==> src/rtl/oaids_pkg.sv <==
// Shared types and constants for the ordered array insert/delete/search core.
// No dependencies; imported by oaids_cell and the top level.
package oaids_pkg;

    localparam int DEPTH_DEF = 64;

    // Fixed field widths of the request and result
    localparam int VAL_W  = 32;
    localparam int POS_W  = 7;
    localparam int FIDX_W = 6;
    localparam int ECNT_W = 7;

    // Search scan looks at this many cells per cycle
    localparam int GRP   = 8;
    localparam int GRP_W = $clog2(GRP);

    typedef enum logic [1:0] {
        REQ_READ   = 2'd0,
        REQ_INSERT = 2'd1,
        REQ_DELETE = 2'd2,
        REQ_SEARCH = 2'd3
    } req_type_t;

    typedef enum logic [1:0] {
        STAT_OK       = 2'd0,
        STAT_BADPOS   = 2'd1,
        STAT_NOTFOUND = 2'd2,
        STAT_FULL     = 2'd3
    } status_t;

    // Per-cell load controls; at most one load is set in a cycle
    typedef struct packed {
        logic ld_value;
        logic ld_left;
        logic ld_right;
        logic srch;
    } cell_ctl_t;

endpackage

==> src/rtl/oaids_cell.sv <==
// One storage cell of the entry chain: holds a single entry and a match flag.
// Depends on oaids_pkg.
module oaids_cell
    import oaids_pkg::*;
(
    input  logic                    clk,
    input  logic                    rst_n,
    input  cell_ctl_t               ctl,
    input  logic signed [VAL_W-1:0] value,
    input  logic signed [VAL_W-1:0] left_entry,
    input  logic signed [VAL_W-1:0] right_entry,
    output logic signed [VAL_W-1:0] entry,
    output logic                    hit
);

    logic signed [VAL_W-1:0] entry_reg, entry_next;
    logic                    hit_reg, hit_next;

    always_comb
    begin
        entry_next = entry_reg;
        if (ctl.ld_value)
        begin
            entry_next = value;
        end
        else if (ctl.ld_left)
        begin
            entry_next = left_entry;
        end
        else if (ctl.ld_right)
        begin
            entry_next = right_entry;
        end
    end

    assign hit_next = ctl.srch ? (entry_reg == value) : hit_reg;

    always_ff @(posedge clk)
    begin
        entry_reg <= entry_next;
    end

    always_ff @(posedge clk or negedge rst_n)
    begin
        if (!rst_n)
        begin
            hit_reg <= 1'b0;
        end
        else
        begin
            hit_reg <= hit_next;
        end
    end

    assign entry = entry_reg;
    assign hit   = hit_reg;

endmodule

==> config.mk <==
export PLATFORM = sky130hd
export DESIGN_NAME = oaids_cell
export DESIGN_NICKNAME = d
export VERILOG_FILES = /design/src/rtl/oaids_pkg.sv /design/src/rtl/oaids_cell.sv
export SDC_FILE = /design/constraint.sdc
export NUM_CORES = 1
export LEC_CHECK = 0
export ABC_AREA = 1
export BUFFER_PORTS_ARGS = -buffer_cell sky130_fd_sc_hd__buf_4
export CAP_MARGIN = 30
export CORE_ASPECT_RATIO = 1.75
export CORE_MARGIN = 4
export CORE_UTILIZATION = 40
export CTS_BUF_LIST = sky130_fd_sc_hd__clkbuf_4 sky130_fd_sc_hd__clkbuf_8
export DETAILED_ROUTE_END_ITERATION = 10
export PLACE_DENSITY = 0.78
export SETUP_SLACK_MARGIN = 0.05
export SLEW_MARGIN = 20
export SYNTH_ARGS = -nofsm -noshare
export SYNTH_HDL_FRONTEND = slang
export SYNTH_SLANG_ARGS = --single-unit
==> constraint.sdc <==
create_clock -name clk -period 0.9 [get_ports clk]
set_input_delay 0.09 -clock clk [delete_from_list [all_inputs] [get_ports clk]]
set_output_delay 0.09 -clock clk [all_outputs]
set_load 0.01 [all_outputs]
==> qor.txt, run 1 <==
status: finished with violations
failing checks: negative setup slack
post-synthesis sequential area ratio: 44.6%
leakage: 1.92 nW
largest net degree at the start of global routing: 33
Largest register FFs: 32
final instance area: 0.00388 mm2
Register Area: 986 um2
placed cell area: 0.00356 mm2
router iterations before antenna repair: 4
Final nets: 555
Starting Density: 41.7%
Final Core Density: 73.2%
GRT Util Overall: 22.5%
clock share of power: 28.4%
Synth Cell Area: 0.00221 mm2
adder-cell share of the synthesized area: 0%
flops & latches, synth: 33
post-route insts no fill: 528
crit path from: entry[10]
Yosys cell types: 21
Clock Skews: 0.00705 ns
critical path launch point type: register
post-synthesis xor/xnor area fraction: 3.57%
Tot Pwr: 5.31 mW
register share of total power: 38.3%
most frequent cells in the layout: 113 x buf_4, 81 x nand2_1, 47 x a21oi_1, 47 x buf_6, 32 x edfxtp_1
count of final hold-check violations: 0
worst-margin pin slew: 0.272 ns
Worst Path Buf+Inv: 0
maxcap violations: 0
pwr dens: 1370 mW/mm2
initial antenna violation count: 0
total number of vias: 2585
core area: 0.00530 mm2
critical path's largest stage delay: 0.42 ns
Num CTS Buffers: 5
RD Place Congestion: 0.841
crit-path cells: xnor2_1, nand3_1, nor2_2, nand2_1, nor2_2, nand2_1, nand2_1
fin crit period: 1.15 ns
area occupied by multi-input gates: 0.00103 mm2
simple-gate area share of the yosys netlist: 24.4%
most used cell, CP: nand2_1
synthesis-to-finish area growth: 75.3%
Via-to-Cell Ratio: 4.90
ys async rst share: 3.03%
drt initial violations: 103
DR WL/cell: 14.9 um
number of synthesized flops with an enable pin: 32
family with the most delay on the worst path: simple AND/OR/NAND/NOR gates
Critical Path End Type: register
CTS HTree Levels: 2
Synthesis Warnings: 0
post-synthesis compound-gate area fraction: 17.2%
Clk Latency, worst-skew pair: 0.29 ns
Post-route DRC: 0
HPWL after DPL: 6050 um
CTS max path bufs: 2
row cnt: 35
IO Count: 135
Slowest cell on crit path: edfxtp_1
origin of the critical flop-to-flop path: entry[10]
min-delay src: ctl[0]
Max VDD drop: 0.00119 V
fin crit share: 128%
first-pass GRT wire length: 11900 um
setup TNS: -3.55 ns
Rel. slew slack: 81.8%
final worst setup slack: -0.253 ns
worst hold margin: 0.0880 ns
ys flop type: edfxtp_1
Port Buf Inserts: 134
switching share of power: 27.0%
Psw: 1.44 mW
Min-Delay Path Class: primary input to register
CTS sink cnt: 33
Die ar.: 0.00683 mm2
Gate power share: 33.3%
fmax: 0.867 GHz
fin. max-slew vios: 0
Synth Net Count: 395
number of global-route vias before repair: 2609
Die W: 64.2 um
Overflow after GRT: 0
largest family of logic cells by synthesized area: simple AND/OR/NAND/NOR gates
syn avg cell area: 7.55 um2
Worst EP required: 1.13 ns
unrepaired setup endpoints after global routing: true
CTS tree: yes
clock-pin slew on the worst setup and hold paths: 0.08 ns
CP Max Fanout: 2
Die Ht: 106 um
Diodes inserted: 0
CP Data Arrival Time: 1.38 ns
total detailed-routing wirelength: 7860 um
commonest non-fill, non-tap cell in the layout: buf_4
dpl cells: 519
FILL cells: 398
mux share of post-synthesis cell area: 0%
Worst Setup Path Type: register to register
Synth Instances: 293
internal cell power: 3.87 mW
layout cells sized above 1: 41.6%
Root Buffer: clkbuf_8
Setup WS pre-CTS: -0.288 ns
final setup fails: 34
DRT antenna net count: 0
==> tightest hold or removal path: stages <==
cell     delay [ns]
buf_4          0.08
inv_1          0.06
nand2_1        0.06
nand2_1        0.05
==> timing repair <==
item                                    in CTS  in global routing
endpoints found under the hold margin        1                  0
hold buffers                                 1                  0
endpoints found under the setup margin      34                 34
buffers inserted                             0                  5
resized for setup                           38                 13
==> cell usage after synthesis, types with 2 or more instances <==
cell      number  area [um2]
nand2_1       83         312
a21oi_1       47         235
edfxtp_1      32         961
nor2_1        32         120
inv_1         29         109
a22oi_1       17         128
buf_2          9        45.0
inv_2          8        30.0
xnor2_1        7        61.3
nand3_1        6        30.0
or2_1          6        37.5
buf_4          4        30.0
nand4_1        2        12.5
nor2_2         2        12.5
o22ai_1        2        12.5
xor2_1         2        17.5
==> kinds of logic (layout without fill, tap and decap cells) <==
logic type / Yosys count / after routing
compound gates: 67 / 67
simple gates: 133 / 133
xor+xnor: 9 / 9
flops: 33 / 33
buf+inv: 51 / 212
==> final cells by class <==
class | instances | share of cell area [%]
repair buffers | 167 | 38.9
multi-input cells | 209 | 26.5
flip-flops and latches | 33 | 25.4
inverters | 37 | 3.65
well taps | 74 | 2.39
clock buffers | 7 | 2.32
clock inverters | 1 | 0.775
==> worst paths after layout <==
path	end	cells past startpoint	slack [ns]
min in group asynchronous	hit	2	0.13
hold / removal	hit	4	0.09
max in group asynchronous	hit	2	0.69
hold reg to reg	hit	2	0.55
setup reg to reg	hit	7	-0.25
setup / recovery	hit	7	-0.25
==> power groups by stage <==
| stage | Sequential [mW] | Combinational, mW | Clock, mW |
|---|---|---|---|
| 3_5_place_dp | 2.04 | 1.59 | 0 |
| 6_report | 2.03 | 1.77 | 1.51 |
| 3_3_place_gp | 2.03 | 1.57 | 0 |
| 5_1_grt | 2.06 | 1.91 | 1.58 |
| 2_1_floorplan | 2.11 | 0.555 | 0 |
| 4_1_cts | 2.02 | 1.74 | 1.51 |
==> per-layer routing <==
layer  routed length, um  vias to the layer above  global-route usage, %
met5                   0                        -                      0
met4                 301                        0                   10.9
met2                4450                      115                   43.9
met3                 459                       24                   3.49
met1                2640                     1161                   22.1
li1                    -                     1285                      -
Power figures use the tool's default switching activity.
==> run 2, diff against run 1 <==
--- a/config.mk
+++ b/config.mk
@@ -10,10 +10,9 @@
 export CAP_MARGIN = 30
 export CORE_ASPECT_RATIO = 1.75
 export CORE_MARGIN = 4
-export CORE_UTILIZATION = 40
-export CTS_BUF_LIST = sky130_fd_sc_hd__clkbuf_4 sky130_fd_sc_hd__clkbuf_8
+export CORE_UTILIZATION = 28
+export CTS_BUF_LIST = sky130_fd_sc_hd__clkbuf_16
 export DETAILED_ROUTE_END_ITERATION = 10
-export PLACE_DENSITY = 0.78
 export SETUP_SLACK_MARGIN = 0.05
 export SLEW_MARGIN = 20
 export SYNTH_ARGS = -nofsm -noshare
==> qor.txt, run 2 (synthesis gave the netlist of run 1 again) <==
status: finished with violations
failing checks: negative setup slack
Max VDD drop: 0.00119 V
setup TNS: -3.31 ns
Post-route DRC: 0
fin crit period: 1.15 ns
Overflow after GRT: 0
post-route insts no fill: 550
Clock Skews: 0.00325 ns
first-pass GRT wire length: 12200 um
Worst Setup Path Type: register to register
drt initial violations: 95
CTS tree: yes
CTS HTree Levels: 2
Clk Latency, worst-skew pair: 0.27 ns
Die W: 75.2 um
dpl cells: 539
Die Ht: 126 um
fmax: 0.869 GHz
synthesis-to-finish area growth: 80.0%
CTS max path bufs: 2
Die ar.: 0.00944 mm2
Min-Delay Path Class: primary input to register
total number of vias: 2533
Diodes inserted: 0
final worst setup slack: -0.251 ns
Port Buf Inserts: 134
commonest non-fill, non-tap cell in the layout: buf_4
Num CTS Buffers: 5
Critical Path End Type: register
router iterations before antenna repair: 4
fin crit share: 128%
Worst EP required: 1.10 ns
largest net degree at the start of global routing: 33
Root Buffer: clkbuf_16
IO Count: 135
fin. max-slew vios: 0
Final nets: 563
row cnt: 42
CP Max Fanout: 3
critical path launch point type: register
FILL cells: 745
HPWL after DPL: 6380 um
total detailed-routing wirelength: 7980 um
RD Place Congestion: 0.822
initial antenna violation count: 0
count of final hold-check violations: 0
Starting Density: 29.0%
number of global-route vias before repair: 2511
layout cells sized above 1: 42.0%
final setup fails: 33
clock-pin slew on the worst setup and hold paths: 0.05 ns
worst-margin pin slew: 0.271 ns
pwr dens: 1360 mW/mm2
GRT Util Overall: 16.7%
maxcap violations: 0
core area: 0.00762 mm2
CP Data Arrival Time: 1.36 ns
unrepaired setup endpoints after global routing: true
most frequent cells in the layout: 120 x buf_4, 81 x nand2_1, 48 x buf_6
DRT antenna net count: 0
Via-to-Cell Ratio: 4.61
leakage: 1.98 nW
Rel. slew slack: 81.9%
CTS sink cnt: 33
Largest register FFs: 32
DR WL/cell: 14.5 um
==> run 2: changes by cell type in the layout (fill, tap and decap cells not counted), sizes merged <==
cell / previous run / this run
clkbuf: 7 / 5
inv: 37 / 39
buf: 166 / 174
bufinv: 1 / 0
clkinv: 0 / 1
==> run 2: per-stage QoR <==
step                util [%]  hold slack [ns]  cell area [um2]  setup WS (ns)  total power, mW
floorplan                  -           -0.206             2260         -0.143             2.67
global placement        47.6           -0.130             3630         -0.243             3.66
detailed placement      47.6           -0.126             3630         -0.255             3.68
CTS                     51.4           0.0886             3920         -0.269             5.42
global route            52.2            0.118             3980         -0.344             5.71
finish                  52.2           0.0922             3980         -0.251             5.42
==> run 2: routing by layer <==
metal	wire length (um)	share of wire, %	GRT usage, %	vias to the layer above
li1	-	-	-	1298
met1	2790	35	18.4	1161
met2	4650	58	32.2	70
met3	444	5.6	2.25	4
met4	91	1.1	3.91	0
met5	0	0	0	-
==> run 2: layout make-up <==
| class | instances | area [um2] | share of cell area [%] |
|---|---|---|---|
| clock buffer | 5 | 125 | 3.14 |
| clock inverter | 3 | 11.3 | 0.283 |
| inverter | 37 | 141 | 3.55 |
| multi-input combinational | 209 | 1030 | 26.0 |
| sequential | 33 | 986 | 24.8 |
| tap | 88 | 110 | 2.77 |
| timing repair buffer | 175 | 1570 | 39.5 |
==> run 2: final timing paths <==
| path | start | endpoint | slack [ns] | cells past startpoint |
|---|---|---|---|---|
| setup / recovery | entry[7] | hit | -0.25 | 9 |
| hold / removal | ctl[0] | hit | 0.09 | 4 |
| setup reg to reg | entry[7] | hit | -0.25 | 9 |
| hold reg to reg | hit | hit | 0.53 | 2 |
| max in group asynchronous | rst_n | hit | 0.67 | 2 |
| min in group asynchronous | rst_n | hit | 0.14 | 2 |
==> run 2: critical path, stage by stage (launching register included) <==
cell      delay (ns)
edfxtp_1        0.42
nand2_1         0.09
nand2_1         0.05
nor2_1          0.11
nand2_1         0.08
nor2_2          0.09
nand2_1         0.08
nor2_2          0.07
nand2_1         0.05
nand2_1         0.05
==> run 2: power breakdown <==
group / leakage [nW] / switching [mW] / internal (mW)
clock network: 0.0738 / 0.569 / 0.993
logic: 1.56 / 0.729 / 1.10
registers: 0.343 / 0.134 / 1.90
total: 1.98 / 1.43 / 3.99
==> run 2: timing repair <==
| action | CTS | global route |
|---|---|---|
| setup buffers | 0 | 5 |
| pin swaps | 0 | 1 |
| resized for setup | 39 | 12 |
| gates cloned | 0 | 0 |
| hold buffers | 1 | 0 |
| hold endpoints to repair | 1 | 0 |
| setup endpoints to repair | 34 | 34 |
==> run 3, diff against run 2 <==
--- a/config.mk
+++ b/config.mk
@@ -9,10 +9,11 @@
 export BUFFER_PORTS_ARGS = -buffer_cell sky130_fd_sc_hd__buf_4
 export CAP_MARGIN = 30
 export CORE_ASPECT_RATIO = 1.75
-export CORE_MARGIN = 4
+export CORE_MARGIN = 3
 export CORE_UTILIZATION = 28
 export CTS_BUF_LIST = sky130_fd_sc_hd__clkbuf_16
 export DETAILED_ROUTE_END_ITERATION = 10
+export RECOVER_POWER = 100
 export SETUP_SLACK_MARGIN = 0.05
 export SLEW_MARGIN = 20
 export SYNTH_ARGS = -nofsm -noshare
==> qor.txt, run 3 (synthesis gave the netlist of run 1 again) <==
status: finished with violations
failing checks: negative setup slack
Starting Density: 29.0%
first-pass GRT wire length: 11900 um
row cnt: 42
DR WL/cell: 14.2 um
Port Buf Inserts: 134
Largest register FFs: 32
CP Max Fanout: 3
reg-to-reg slack, setup: -0.24 ns
Min-Delay Path Class: primary input to register
FILL cells: 752
pwr dens: 1370 mW/mm2
Die W: 73.2 um
final instance area: 0.00401 mm2
initial antenna violation count: 0
fin. max-slew vios: 0
Critical Path End Type: register
leakage: 2.00 nW
crit-path cells: nor2_1, nor2_1, nor2_1, nand2_1, nor2_2, nand2_2, nor2_2, nand2_1, nand2_1
final worst setup slack: -0.238 ns
maxcap violations: 0
Die Ht: 124 um
Rel. slew slack: 68.5%
Slowest cell on crit path: edfxtp_1
CTS tree: yes
Via-to-Cell Ratio: 4.62
Overflow after GRT: 0
layout cells sized above 1: 42.3%
Clock Skews: 0.00183 ns
most frequent cells in the layout: 115 x buf_4, 81 x nand2_1, 54 x buf_6
Worst R2R End: hit
total number of vias: 2557
Max VDD drop: 0.000898 V
family with the most delay on the worst path: simple AND/OR/NAND/NOR gates
IO Count: 135
origin of the critical flop-to-flop path: entry[6]
Num CTS Buffers: 5
fmax: 0.879 GHz
CTS sink cnt: 33
setup TNS: -3.78 ns
commonest non-fill, non-tap cell in the layout: buf_4
Final nets: 567
final setup fails: 33
Diodes inserted: 0
core area: 0.00762 mm2
largest net degree at the start of global routing: 33
clock-pin slew on the worst setup and hold paths: 0.05 ns
count of final hold-check violations: 0
WHS Endpoint: hit
drt initial violations: 85
total detailed-routing wirelength: 7890 um
RD Place Congestion: 0.828
Root Buffer: clkbuf_16
CP Data Arrival Time: 1.36 ns
CTS HTree Levels: 2
number of global-route vias before repair: 2588
Worst Setup Path Type: register to register
DRT antenna net count: 0
critical path's largest stage delay: 0.42 ns
HPWL after DPL: 6130 um
min-delay src: ctl[0]
Worst EP required: 1.12 ns
router iterations before antenna repair: 4
critical path launch point type: register
placed cell area: 0.00368 mm2
Die ar.: 0.00904 mm2
unrepaired setup endpoints after global routing: true
cell count of the worst reg-to-reg path: 9
worst-margin pin slew: 0.473 ns
Clk Latency, worst-skew pair: 0.28 ns
Post-route DRC: 0
fin crit period: 1.14 ns
fin crit share: 126%
CTS max path bufs: 2
synthesis-to-finish area growth: 81.4%
Worst Path Buf+Inv: 0
Hold Path Stages: 4
GRT Util Overall: 17.6%
-- run 3: worst max path at each step --
stage / startpoint / to / cells after the start / slack (ns)
global placement: entry[22] / hit / 7 / -0.26
global route: entry[3] / hit / 9 / -0.37
CTS: entry[24] / hit / 7 / -0.26
finish: entry[6] / hit / 9 / -0.24
detailed placement: entry[24] / hit / 7 / -0.25
floorplan: entry[6] / hit / 9 / -0.14
-- run 3: worst min-delay path, delay by kind of cell --
family / cells / cell delay [ns]
buffers and inverters: 2 / 0.12
and+or+nand+nor: 2 / 0.09
-- run 3: metal layers --
metal  global-route usage, %  routed length, um
met1                    17.5               2810
met4                    7.62                162
met3                    3.66                401
met5                       0                  0
met2                    33.7               4510
-- run 3: final cells by class --
cell class              instances  area, um2  area share, %
well taps                      88        110           2.74
repair buffers                179       1620           40.4
clock buffers                   5        125           3.12
clock inverters                 3       12.5          0.312
multi-input cells             209       1020           25.4
inverters                      37        141           3.52
flip-flops and latches         33        986           24.6
-- run 3: through the flow --
stage	setup WS, ns	total power, mW	hold WS [ns]	std cells	util, %
4_1_cts	-0.257	5.52	0.0546	554	52.1
3_3_place_gp	-0.256	3.68	-0.130	544	48.3
6_report	-0.238	5.50	0.0625	554	52.6
5_1_grt	-0.371	5.80	0.104	554	52.6
3_5_place_dp	-0.246	3.71	-0.130	544	48.3
2_1_floorplan	-0.143	2.67	-0.206	293	-
-- run 3: timing repair --
action / 4_1_cts / 5_1_grt
setup buffers: 1 / 5
setup endpoints to repair: 34 / 34
endpoints found under the hold margin: 1 / 0
pin swaps: 1 / 2
hold buffers: 1 / 0
gates resized for setup: 36 / 18
-- run 3: power breakdown --
| group | total [mW] | switching [mW] | internal (mW) |
|---|---|---|---|
| clock network | 1.63 | 0.628 | 0.999 |
| logic | 1.84 | 0.720 | 1.12 |
| registers | 2.04 | 0.138 | 1.90 |
| total | 5.50 | 1.49 | 4.02 |
